`src/rtl/ols_pkg.sv`:
```
package ols_pkg;

   // list capacity and derived widths
   localparam int DEPTH = 128;
   localparam int AW    = $clog2(DEPTH);
   localparam int CW    = 8;
   localparam int DW    = 32;

   localparam logic [CW-1:0] DEPTH_CNT = CW'(DEPTH);

   typedef enum logic [1:0] {
      ACT_INSERT = 2'd0,
      ACT_DELETE = 2'd1,
      ACT_READ   = 2'd2,
      ACT_LOCATE = 2'd3
   } action_type;

   typedef enum logic [3:0] {
      S_IDLE,
      S_INS,
      S_INS_DRAIN,
      S_INS_PUT,
      S_DEL,
      S_DEL_DRAIN,
      S_READ,
      S_READ_WAIT,
      S_LOC,
      S_LOC_DRAIN,
      S_RESP
   } state_type;

   // write request into the entry store
   typedef struct packed {
      logic          en;
      logic [AW-1:0] addr;
      logic [DW-1:0] data;
   } ram_wr_type;

endpackage

```
`src/rtl/ols_ram.sv`:
```
module ols_ram
   import ols_pkg::*;
(
   input  logic          clock,
   input  ram_wr_type    wr,
   input  logic [AW-1:0] rd_addr,
   output logic [DW-1:0] rd_data
);

   logic [DW-1:0] mem [DEPTH];
   logic [DW-1:0] rd_data_ff;

   // one write port, one registered read port
   always_ff @(posedge clock) begin
      if (wr.en) begin
         mem[wr.addr] <= wr.data;
      end
      rd_data_ff <= mem[rd_addr];
   end

   assign rd_data = rd_data_ff;

endmodule

```
`src/rtl/ordered_list_store.sv`:
```
// Insert moves the entries from the position upward up one place (none when appending at the tail),
//   delete moves the entries above the position down one place, read fetches one entry, locate
//   searches from the first entry, failed actions answer at once; every result is held until taken.
// Throughput: one word at a time; the store is walked one entry per cycle through
//   its single read port and single write port.
// Reset: synchronous, clears the count and the sequencer; the store keeps its contents.
module ordered_list_store
   import ols_pkg::*;
(
   input  logic                 clock,
   input  logic                 reset,
   input  logic                 req_valid,
   output logic                 req_stall,
   input  logic [1:0]           req_action,
   input  logic [7:0]           req_position,
   input  logic signed [31:0]   req_value,
   output logic                 rsp_valid,
   input  logic                 rsp_stall,
   output logic                 rsp_ok,
   output logic signed [31:0]   rsp_data,
   output logic [7:0]           rsp_found_position,
   output logic [7:0]           rsp_count,
   output logic                 rsp_empty_res
);

   state_type     state_ff, state_in;
   logic [CW-1:0] pos_ff, pos_in;
   logic [DW-1:0] val_ff, val_in;
   logic [CW-1:0] count_ff, count_in;
   logic [AW-1:0] cur_ff, cur_in;
   logic          rdv_ff, rdv_in;
   logic [AW-1:0] rd_from_ff, rd_from_in;
   logic          ok_ff, ok_in;
   logic [DW-1:0] data_ff, data_in;
   logic [CW-1:0] found_ff, found_in;

   ram_wr_type    wr;
   logic [AW-1:0] rd_addr;
   logic [DW-1:0] rd_data;

   logic [AW-1:0] pos_m1;
   logic [AW-1:0] last_idx;
   logic          hit;
   logic [CW:0]   req_pos_x;
   logic [CW:0]   count_x;

   ols_ram u_ram (
      .clock   (clock),
      .wr      (wr),
      .rd_addr (rd_addr),
      .rd_data (rd_data)
   );

   // shared helpers
   assign pos_m1    = AW'(pos_ff - CW'(1));
   assign last_idx  = AW'(count_ff - CW'(1));
   assign hit       = (rd_data == val_ff);
   assign req_pos_x = {1'b0, req_position};
   assign count_x   = {1'b0, count_ff};

   // control registers
   always_ff @(posedge clock) begin
      if (reset) begin
         state_ff <= S_IDLE;
         count_ff <= '0;
         rdv_ff   <= 1'b0;
      end else begin
         state_ff <= state_in;
         count_ff <= count_in;
         rdv_ff   <= rdv_in;
      end
   end

   // payload registers
   always_ff @(posedge clock) begin
      pos_ff     <= pos_in;
      val_ff     <= val_in;
      cur_ff     <= cur_in;
      rd_from_ff <= rd_from_in;
      ok_ff      <= ok_in;
      data_ff    <= data_in;
      found_ff   <= found_in;
   end

   // sequencer: next state, store access and result
   always_comb begin
      state_in   = state_ff;
      pos_in     = pos_ff;
      val_in     = val_ff;
      count_in   = count_ff;
      cur_in     = cur_ff;
      rdv_in     = 1'b0;
      rd_from_in = cur_ff;
      ok_in      = ok_ff;
      data_in    = data_ff;
      found_in   = found_ff;
      rd_addr    = cur_ff;
      wr         = '0;

      case (state_ff)
         S_IDLE: begin
            if (req_valid) begin
               pos_in   = req_position;
               val_in   = req_value;
               ok_in    = 1'b0;
               data_in  = '0;
               found_in = '0;
               state_in = S_RESP;
               case (action_type'(req_action))
                  ACT_INSERT: begin
                     if (req_position != '0 && req_pos_x <= count_x + (CW+1)'(1)
                         && count_ff < DEPTH_CNT) begin
                        if (req_position - CW'(1) == count_ff) begin
                           state_in = S_INS_PUT;
                        end else begin
                           cur_in   = AW'(count_ff - CW'(1));
                           state_in = S_INS;
                        end
                     end
                  end
                  ACT_DELETE: begin
                     if (req_position != '0 && req_position <= count_ff) begin
                        cur_in   = AW'(req_position - CW'(1));
                        state_in = S_DEL;
                     end
                  end
                  ACT_READ: begin
                     if (req_position != '0 && req_position <= count_ff) begin
                        cur_in   = AW'(req_position - CW'(1));
                        state_in = S_READ;
                     end else begin
                        data_in = '1;
                     end
                  end
                  ACT_LOCATE: begin
                     ok_in = 1'b1;
                     if (count_ff != '0) begin
                        cur_in   = '0;
                        state_in = S_LOC;
                     end
                  end
                  default: begin
                     state_in = S_RESP;
                  end
               endcase
            end
         end

         // walk down from the top entry, each word moves up one place
         S_INS: begin
            rdv_in = 1'b1;
            if (rdv_ff) begin
               wr = '{en: 1'b1, addr: AW'(rd_from_ff + AW'(1)), data: rd_data};
            end
            if (cur_ff == pos_m1) begin
               state_in = S_INS_DRAIN;
            end else begin
               cur_in = cur_ff - AW'(1);
            end
         end

         S_INS_DRAIN: begin
            wr       = '{en: 1'b1, addr: AW'(rd_from_ff + AW'(1)), data: rd_data};
            state_in = S_INS_PUT;
         end

         S_INS_PUT: begin
            wr       = '{en: 1'b1, addr: pos_m1, data: val_ff};
            count_in = count_ff + CW'(1);
            ok_in    = 1'b1;
            state_in = S_RESP;
         end

         // first read is the removed word, later ones move down one place
         S_DEL: begin
            rdv_in = 1'b1;
            if (rdv_ff) begin
               if (rd_from_ff == pos_m1) begin
                  data_in = rd_data;
               end else begin
                  wr = '{en: 1'b1, addr: AW'(rd_from_ff - AW'(1)), data: rd_data};
               end
            end
            if (cur_ff == last_idx) begin
               state_in = S_DEL_DRAIN;
            end else begin
               cur_in = cur_ff + AW'(1);
            end
         end

         S_DEL_DRAIN: begin
            if (rd_from_ff == pos_m1) begin
               data_in = rd_data;
            end else begin
               wr = '{en: 1'b1, addr: AW'(rd_from_ff - AW'(1)), data: rd_data};
            end
            count_in = count_ff - CW'(1);
            ok_in    = 1'b1;
            state_in = S_RESP;
         end

         S_READ: begin
            state_in = S_READ_WAIT;
         end

         S_READ_WAIT: begin
            data_in  = rd_data;
            ok_in    = 1'b1;
            state_in = S_RESP;
         end

         // linear search, stop at the first match
         S_LOC: begin
            rdv_in = 1'b1;
            if (rdv_ff && hit) begin
               found_in = CW'(rd_from_ff) + CW'(1);
               rdv_in   = 1'b0;
               state_in = S_RESP;
            end else if (cur_ff == last_idx) begin
               state_in = S_LOC_DRAIN;
            end else begin
               cur_in = cur_ff + AW'(1);
            end
         end

         S_LOC_DRAIN: begin
            if (hit) begin
               found_in = CW'(rd_from_ff) + CW'(1);
            end
            state_in = S_RESP;
         end

         S_RESP: begin
            if (!rsp_stall) begin
               state_in = S_IDLE;
            end
         end

         default: begin
            state_in = S_IDLE;
         end
      endcase
   end

   // handshake and result word
   assign req_stall          = (state_ff != S_IDLE);
   assign rsp_valid          = (state_ff == S_RESP);
   assign rsp_ok             = ok_ff;
   assign rsp_data           = data_ff;
   assign rsp_found_position = found_ff;
   assign rsp_count          = count_ff;
   assign rsp_empty_res      = (count_ff == '0);

endmodule
```
`config.mk`:
```
export PLATFORM = sky130hd
export DESIGN_NAME = ordered_list_store
export DESIGN_NICKNAME = d
export VERILOG_FILES = /design/src/rtl/ols_pkg.sv /design/src/rtl/ols_ram.sv /design/src/rtl/ordered_list_store.sv
export SDC_FILE = /design/constraint.sdc
export NUM_CORES = 2
export LEC_CHECK = 0
export ABC_CLOCK_PERIOD_IN_PS = 12800
export BUFFER_PORTS_ARGS = -buffer_cell sky130_fd_sc_hd__buf_2
export CAP_MARGIN = 10
export CELL_PAD_IN_SITES_DETAIL_PLACEMENT = 1
export CELL_PAD_IN_SITES_GLOBAL_PLACEMENT = 1
export CORE_MARGIN = 5
export CORE_UTILIZATION = 64
export CTS_BUF_LIST = sky130_fd_sc_hd__clkbuf_4
export DETAILED_ROUTE_END_ITERATION = 16
export PLACE_DENSITY = 0.94
export SLEW_MARGIN = 15
export SYNTH_ARGS = -nofsm -noshare
export SYNTH_HDL_FRONTEND = slang
export SYNTH_HIERARCHICAL = 1
export SYNTH_SLANG_ARGS = --single-unit
```
`constraint.sdc`:
```
create_clock -name clock -period 12.8 [get_ports clock]
set_input_delay 1.92 -clock clock [delete_from_list [all_inputs] [get_ports clock]]
set_output_delay 1.92 -clock clock [all_outputs]
set_load 0.005 [all_outputs]
```
==> results of run 1 <==
==> per-layer routing <==
layer / track usage, % / GRT overflow
met3: 51.3 / 1
met2: 81.4 / 39
met1: 65.8 / 2
met4: 59.6 / 59
met5: 29.5 / 1
==> cell families after synthesis <==
kind of cell    after synthesis  synth area share (%)
flops                      4235                  77.6
mux                        1377                  18.8
buf+inv                     384                 0.973
simple gates                347                  1.02
compound gates              172                 0.801
xor+xnor                     90                 0.567
fa+ha+maj                    36                 0.281
==> synth_stat cells (3+ instances only) <==
library cell,count
sky130_fd_sc_hd__a211oi_1,5
sky130_fd_sc_hd__a21o_1,33
sky130_fd_sc_hd__a21oi_1,28
sky130_fd_sc_hd__a221oi_1,5
sky130_fd_sc_hd__a22o_1,32
sky130_fd_sc_hd__a31oi_1,6
sky130_fd_sc_hd__and3_1,6
sky130_fd_sc_hd__buf_1,53
sky130_fd_sc_hd__buf_2,82
sky130_fd_sc_hd__buf_4,6
sky130_fd_sc_hd__buf_6,3
sky130_fd_sc_hd__clkbuf_1,208
sky130_fd_sc_hd__dfxtp_1,52
sky130_fd_sc_hd__edfxtp_1,4183
sky130_fd_sc_hd__ha_1,35
sky130_fd_sc_hd__inv_1,27
sky130_fd_sc_hd__inv_2,3
sky130_fd_sc_hd__mux2_2,32
sky130_fd_sc_hd__mux4_2,1344
sky130_fd_sc_hd__nand2_1,45
sky130_fd_sc_hd__nand2b_1,7
sky130_fd_sc_hd__nand3_1,25
sky130_fd_sc_hd__nand3b_1,3
sky130_fd_sc_hd__nand4_1,9
sky130_fd_sc_hd__nor2_1,161
sky130_fd_sc_hd__nor2b_1,14
sky130_fd_sc_hd__nor3_1,26
sky130_fd_sc_hd__nor3_2,3
sky130_fd_sc_hd__nor3b_1,5
sky130_fd_sc_hd__nor3b_2,3
sky130_fd_sc_hd__nor4_1,12
sky130_fd_sc_hd__o211ai_1,4
sky130_fd_sc_hd__o21ai_0,12
sky130_fd_sc_hd__o221ai_1,7
sky130_fd_sc_hd__o22ai_1,6
sky130_fd_sc_hd__or2_2,4
sky130_fd_sc_hd__or3_1,8
sky130_fd_sc_hd__xnor2_1,31
sky130_fd_sc_hd__xnor3_1,10
sky130_fd_sc_hd__xor2_1,49
==> metrics by stage <==
| step | hold WS, ns | area [µm²] | utilization [%] | setup WS (ns) | instances |
|---|---|---|---|---|---|
| global placement | 0.594 | 169000 | 66.5 | 6.44 | 9874 |
| floorplan | 0.454 | 163000 | - | 7.13 | 6641 |
| detailed placement | 0.615 | 169000 | 66.5 | 5.52 | 9874 |
| CTS | 0.422 | 181000 | 71.3 | 4.82 | 11600 |
==> run summary, run 1 <==
The run gives 0 as the hold buffer count at CTS. For the count of unique library cells instantiated by Yosys, the log shows 79. The tool reported: "[ERROR GRT-0232] Routing congestion too high. Check the congestion heatmap in the GUI". In this run the deepest clock path goes through 4 buffers.

The die width was 515 µm. The tools report the buffer type at the clock tree root as sky130_fd_sc_hd__clkbuf_4. The number of antenna violations at the first check in global routing was 164; the post-CTS setup buffer count was 0. From bottom edge to top edge, the die measures 515 µm.

Input and output buffers added on the ports amount to 97. The floorplan has 185 rows. The run gives 0.163 mm² as the cell area after technology mapping. Among all flip-flop cells after synthesis, the most frequent one is sky130_fd_sc_hd__edfxtp_1.

The flow did not finish. The top-area cell type share of the netlist area came out at 76.9%. The number of clock buffers added by TritonCTS is 960. During synthesis, Yosys emitted a total of 6 warnings. Summed over all nets, the half-perimeter wirelength after detailed placement is 309000 µm. The number of top-level pins was 98; the global routing usage summed across all routing layers was 65.2%. Total nets after synthesis: 6723. By area the synthesized netlist is led by sky130_fd_sc_hd__edfxtp_1 77%, sky130_fd_sc_hd__mux4_2 19%, sky130_fd_sc_hd__dfxtp_1 0.64%.

Count of flip-flops with a built-in enable after synthesis: 4183. It got as far as global routing (5_1_grt) and failed there. The fraction of synthesis flops using an asynchronous set or reset pin is 0%, and the number of clock sinks is 4235.

Routability-driven placement finished with a final weighted congestion of 0.982. The share of the Yosys chip area taken by registers is 77.6%. The average instance in the mapped netlist occupies 24.6 µm². Entering global routing, the biggest net connects 154 pins.

The total overflow left after global routing is 102. The synthesized design contains 4235 register bits. The post-cts resize count was 0.

The effective utilization at floorplan is 64.3%. Leading area contributor after synthesis: sky130_fd_sc_hd__edfxtp_1. The run gives 6641 as the number of instances in the synthesized netlist. For the maximum level of the CTS H-tree, the log shows 6.
==> inputs of run 2 (changes only) <==
--- a/config.mk
+++ b/config.mk
@@ -8,13 +8,10 @@
 export ABC_CLOCK_PERIOD_IN_PS = 12800
 export BUFFER_PORTS_ARGS = -buffer_cell sky130_fd_sc_hd__buf_2
 export CAP_MARGIN = 10
-export CELL_PAD_IN_SITES_DETAIL_PLACEMENT = 1
-export CELL_PAD_IN_SITES_GLOBAL_PLACEMENT = 1
 export CORE_MARGIN = 5
-export CORE_UTILIZATION = 64
-export CTS_BUF_LIST = sky130_fd_sc_hd__clkbuf_4
+export CORE_UTILIZATION = 40
 export DETAILED_ROUTE_END_ITERATION = 16
-export PLACE_DENSITY = 0.94
+export PLACE_DENSITY_LB_ADDON = 0.15
 export SLEW_MARGIN = 15
 export SYNTH_ARGS = -nofsm -noshare
 export SYNTH_HDL_FRONTEND = slang
==> run 2 against run 1 <==
Against the previous run:
- the flow now finishes, with violations (antenna rules)
- synthesized cell count unchanged
- synthesized area unchanged
==> run summary, run 2 <==
The flow ran to the end, but the final reports show violations. The final reports fail on antenna rules. The logs give 13.38 ns for the worst endpoint required time and 0 for the residual DRC count.

TritonCTS built the clock tree. The maximum clock path buffer count came out at 4 (unchanged). The leakage power is 58.7 nW.

For the number of core rows, the log shows 234 (+26%). The run gives 436 (-55%) as the number of clock buffers inserted by TritonCTS. For this block, the routed nets add up to 438000 µm of wire.

In the final routed layout, each cell accounts on average for 34.0 µm. By startpoint and endpoint, the worst setup path is classified as flip-flop to flip-flop. The tools report the maximum level of the CTS H-tree as 5 (-1). The worst slew margin relative to its limit was 5.94%; the final critical-path required period was 5.74 ns. Across all hold checks on the routed design, the worst slack comes to 0.625 ns.

The fraction of synthesis flops using an asynchronous set or reset pin works out to 0% (unchanged). The number of clock sinks was 4235 (unchanged). The run gives 6.96 ns (+1.45 ns) as the pre-CTS worst setup slack. The worst register-to-register path has a setup slack of 7.06 ns. The number of buffers inserted by port buffering was 97 (unchanged); the effective utilization at floorplan was 40.2% (-24 points). The die width was 649 µm (+26%). The max-slew violation count came out at 0. The synthesized design spends more area on one cell type than any other, namely sky130_fd_sc_hd__edfxtp_1.

The total number of yosys warnings was 6 (unchanged). On the critical path, the stage with the largest delay is an instance of sky130_fd_sc_hd__nor2_4. The post-CTS setup buffer count is 0 (unchanged). The logs give 0.163 mm² (unchanged) for the cell area after technology mapping and 253000 µm (-18%) for the detailed placement HPWL. The tools report the met2 usage as 32.0%. Total power divided by cell area: 230 mW/mm². In this run the worst hold path is classified as flip-flop to flip-flop. The signal on the critical path passes through inv_1, ha_1, nor3b_2, nor3b_2, xnor3_1, a311oi_2, o21ai_2, o221ai_1, o2bb2ai_1, nor2b_1, nand3_2, buf_4, nor2_4. Yosys attributes the largest share of cell area to sky130_fd_sc_hd__edfxtp_1 77%, sky130_fd_sc_hd__mux4_2 19%, sky130_fd_sc_hd__dfxtp_1 0.64%. The worst hold path terminates at rsp_count[7]. The tools report the number of cells in the design after placement as 12000 (+22%).

The most frequent standard cell in the layout excluding fill and tap cells was sky130_fd_sc_hd__edfxtp_1. The tools report the count of unique library cells instantiated by Yosys as 79 (unchanged). For the met1 global-route usage, the log shows 30.3%. After clock tree synthesis, the clock-pin slew on the worst setup and hold paths is 0.06 ns. In this run the most used layer during global routing was met2. The worst setup path is launched from a flip-flop. Excluding fillers, the count of instances in the completed layout stands at 12900. The worst register-to-register path begins at pos_ff[0]. Setup repair after global routing left no endpoint under its margin. Across all layers, the routed design uses 74600 vias. Entering global routing, the biggest net connects 137 pins.

Register with the most flip-flops: u_ram/mem. For this run, the total global-route usage over all layers was measured as 20.4%. The chip height works out to 649 µm (+26%). The post-route netlist has 34.5% of its cells at a drive strength greater than 1.

Count of state elements after synthesis: 4235 (unchanged). The actual slew at the worst max-slew pin is 1.41 ns, and the last weighted congestion value of the routability-driven placer is 0.811 (-17%). Number of global-route vias before repair: 75600. Yosys instantiated no cell more often than sky130_fd_sc_hd__edfxtp_1. The worst register-to-register path has a depth of 13. The count of flip-flops with a built-in enable after synthesis is 4183 (unchanged).

For the post-cts resize count, the log shows 0 (unchanged). Buffer type at the clock tree root: sky130_fd_sc_hd__clkbuf_16. The cell family contributing the most delay on the critical path is simple AND/OR/NAND/NOR gates. Peak supply drop: 191 µV. The final-report setup violation count is 0, and the number of hold violations in the final report is 0. The sequential area share after synthesis came out at 77.6% (unchanged).

Leaving out fill and tap cells, the most frequent cells in the layout are 4183 x sky130_fd_sc_hd__edfxtp_1, 1344 x sky130_fd_sc_hd__mux4_2, 444 x sky130_fd_sc_hd__clkbuf_16, 205 x sky130_fd_sc_hd__buf_4, 120 x sky130_fd_sc_hd__nor2_4. The endpoint type of the worst setup path is a flip-flop. The worst path meets setup with 7.06 ns of slack. The total overflow left after global routing is 0. Die outline area: 0.421 mm². Overall power consumption after layout is estimated at 43.0 mW. The total nets after synthesis came out at 6723 (unchanged). The critical path buffer and inverter count was 2.

Clock skew on the completed layout was measured at 0.0406 ns. The number of instances in the synthesized netlist is 6641 (unchanged). On the worst path, the slowest cell contributes a delay of 0.90 ns.

Average cell area after synthesis: 24.6 µm² (unchanged). The most used flip-flop cell after synthesis is sky130_fd_sc_hd__edfxtp_1. For the number of top-level pins, the log shows 98 (unchanged). The startpoint of the most critical hold path is rsp_count[7]. The remaining antenna violation count came out at 1. The clock latency on the worst-skew pair is 0.98 ns.

Counting stages on the worst path, the most repeated cell is sky130_fd_sc_hd__nor3b_2. The part of the cycle the worst path needs is 44.8%, and the signal arrival time at the worst endpoint is 6.32 ns. Count of max-cap constraint violations: 0.

The fmax was 174 MHz; the number of violations reported at the end of detailed-routing iteration 0 was 9482. After synthesis, the most frequently instantiated cells are 4183 x sky130_fd_sc_hd__edfxtp_1, 1344 x sky130_fd_sc_hd__mux4_2, 208 x sky130_fd_sc_hd__clkbuf_1. The number of filler cells placed in the layout is 33400, and the number of detailed-routing iterations run before antenna repair is 6. The synthesis-to-finish area growth is 14.7%, and the final net count is 7135.

After routing, the total negative slack on setup checks comes to 0 ns. In this run the critical register-to-register path is captured at u_ram/mem[117][28]. The hold buffer count at CTS is 0 (unchanged).

The maximum fanout count along the critical path was 32; the top-area cell type share of the netlist area was 76.9% (unchanged). The met3 capacity usage during global routing came out at 3.48%. First-pass GRT wire length: 611000 µm. The worst hold path was traced through 2 stages. Using the TritonRoute via totals, the vias-per-cell ratio works out to 5.79. The core region is 0.406 mm².

The register with the most flip-flops in the layout has 4096 of them. The number of antenna violations at the first check in global routing is 58.
[run 2: cell counts after synthesis]
Identical to the previous run, type by type.
[run 2: worst min-delay path: cells and delay by family, from the launching register on]
family | cells | cell delay (ns)
flip-flops | 1 | 0.37
AND/OR/NAND/NOR | 2 | 0.23
[run 2: cell type report]
| class | count | area, µm² | area share (%) |
|---|---|---|---|
| flip-flops and latches | 4235 | 127000 | 67.6 |
| repair buffers | 326 | 2530 | 1.35 |
| diodes | 29 | 72.6 | 0.0388 |
| well taps | 5428 | 6790 | 3.63 |
| multi-input cells | 2022 | 36300 | 19.4 |
| clock inverters | 295 | 3300 | 1.76 |
| clock buffers | 517 | 11500 | 6.12 |
| inverters | 32 | 120 | 0.0642 |
[run 2: worst max path at each step]
stage / startpoint / endpoint / cells past startpoint
floorplan: pos_ff[0] / u_ram/mem[78][0] / 11
global placement: pos_ff[0] / u_ram/mem[115][25] / 12
detailed placement: pos_ff[0] / u_ram/mem[115][26] / 12
CTS: pos_ff[0] / u_ram/mem[115][6] / 12
global route: pos_ff[0] / u_ram/mem[117][28] / 13
finish: pos_ff[0] / u_ram/mem[117][28] / 13
[run 2: per-layer routing]
metal  part of all wire [%]  wire length [µm]
met1                     43            189000
met2                     47            207000
met3                    7.2             31500
met4                    2.2              9730
met5                 0.0094                41
[run 2: kinds of logic after synthesis]
logic type / synth area share, %
flops: 77.6
mux: 18.8
buf+inv: 0.973
simple gates: 1.02
compound gates: 0.801
xor+xnor: 0.567
fa+ha+maj: 0.281
[run 2: stage by stage]
| step | instance area, µm² | util (%) |
|---|---|---|
| CTS | 187000 | 46.0 |
| floorplan | 163000 | - |
| finish | 187000 | 46.1 |
| global route | 187000 | 46.1 |
| detailed placement | 172000 | 42.4 |
| global placement | 172000 | 42.4 |
[run 2: power breakdown]
group | total [mW] | internal [mW] | switching (mW) | leakage [nW]
Clock | 13.0 | 7.68 | 5.34 | 7.21
Sequential | 16.8 | 16.4 | 0.340 | 39.1
Combinational | 13.2 | 5.28 | 7.94 | 12.5
Total | 43.0 | 29.4 | 13.6 | 58.7
No activity file was read; power rests on OpenSTA's default activity.
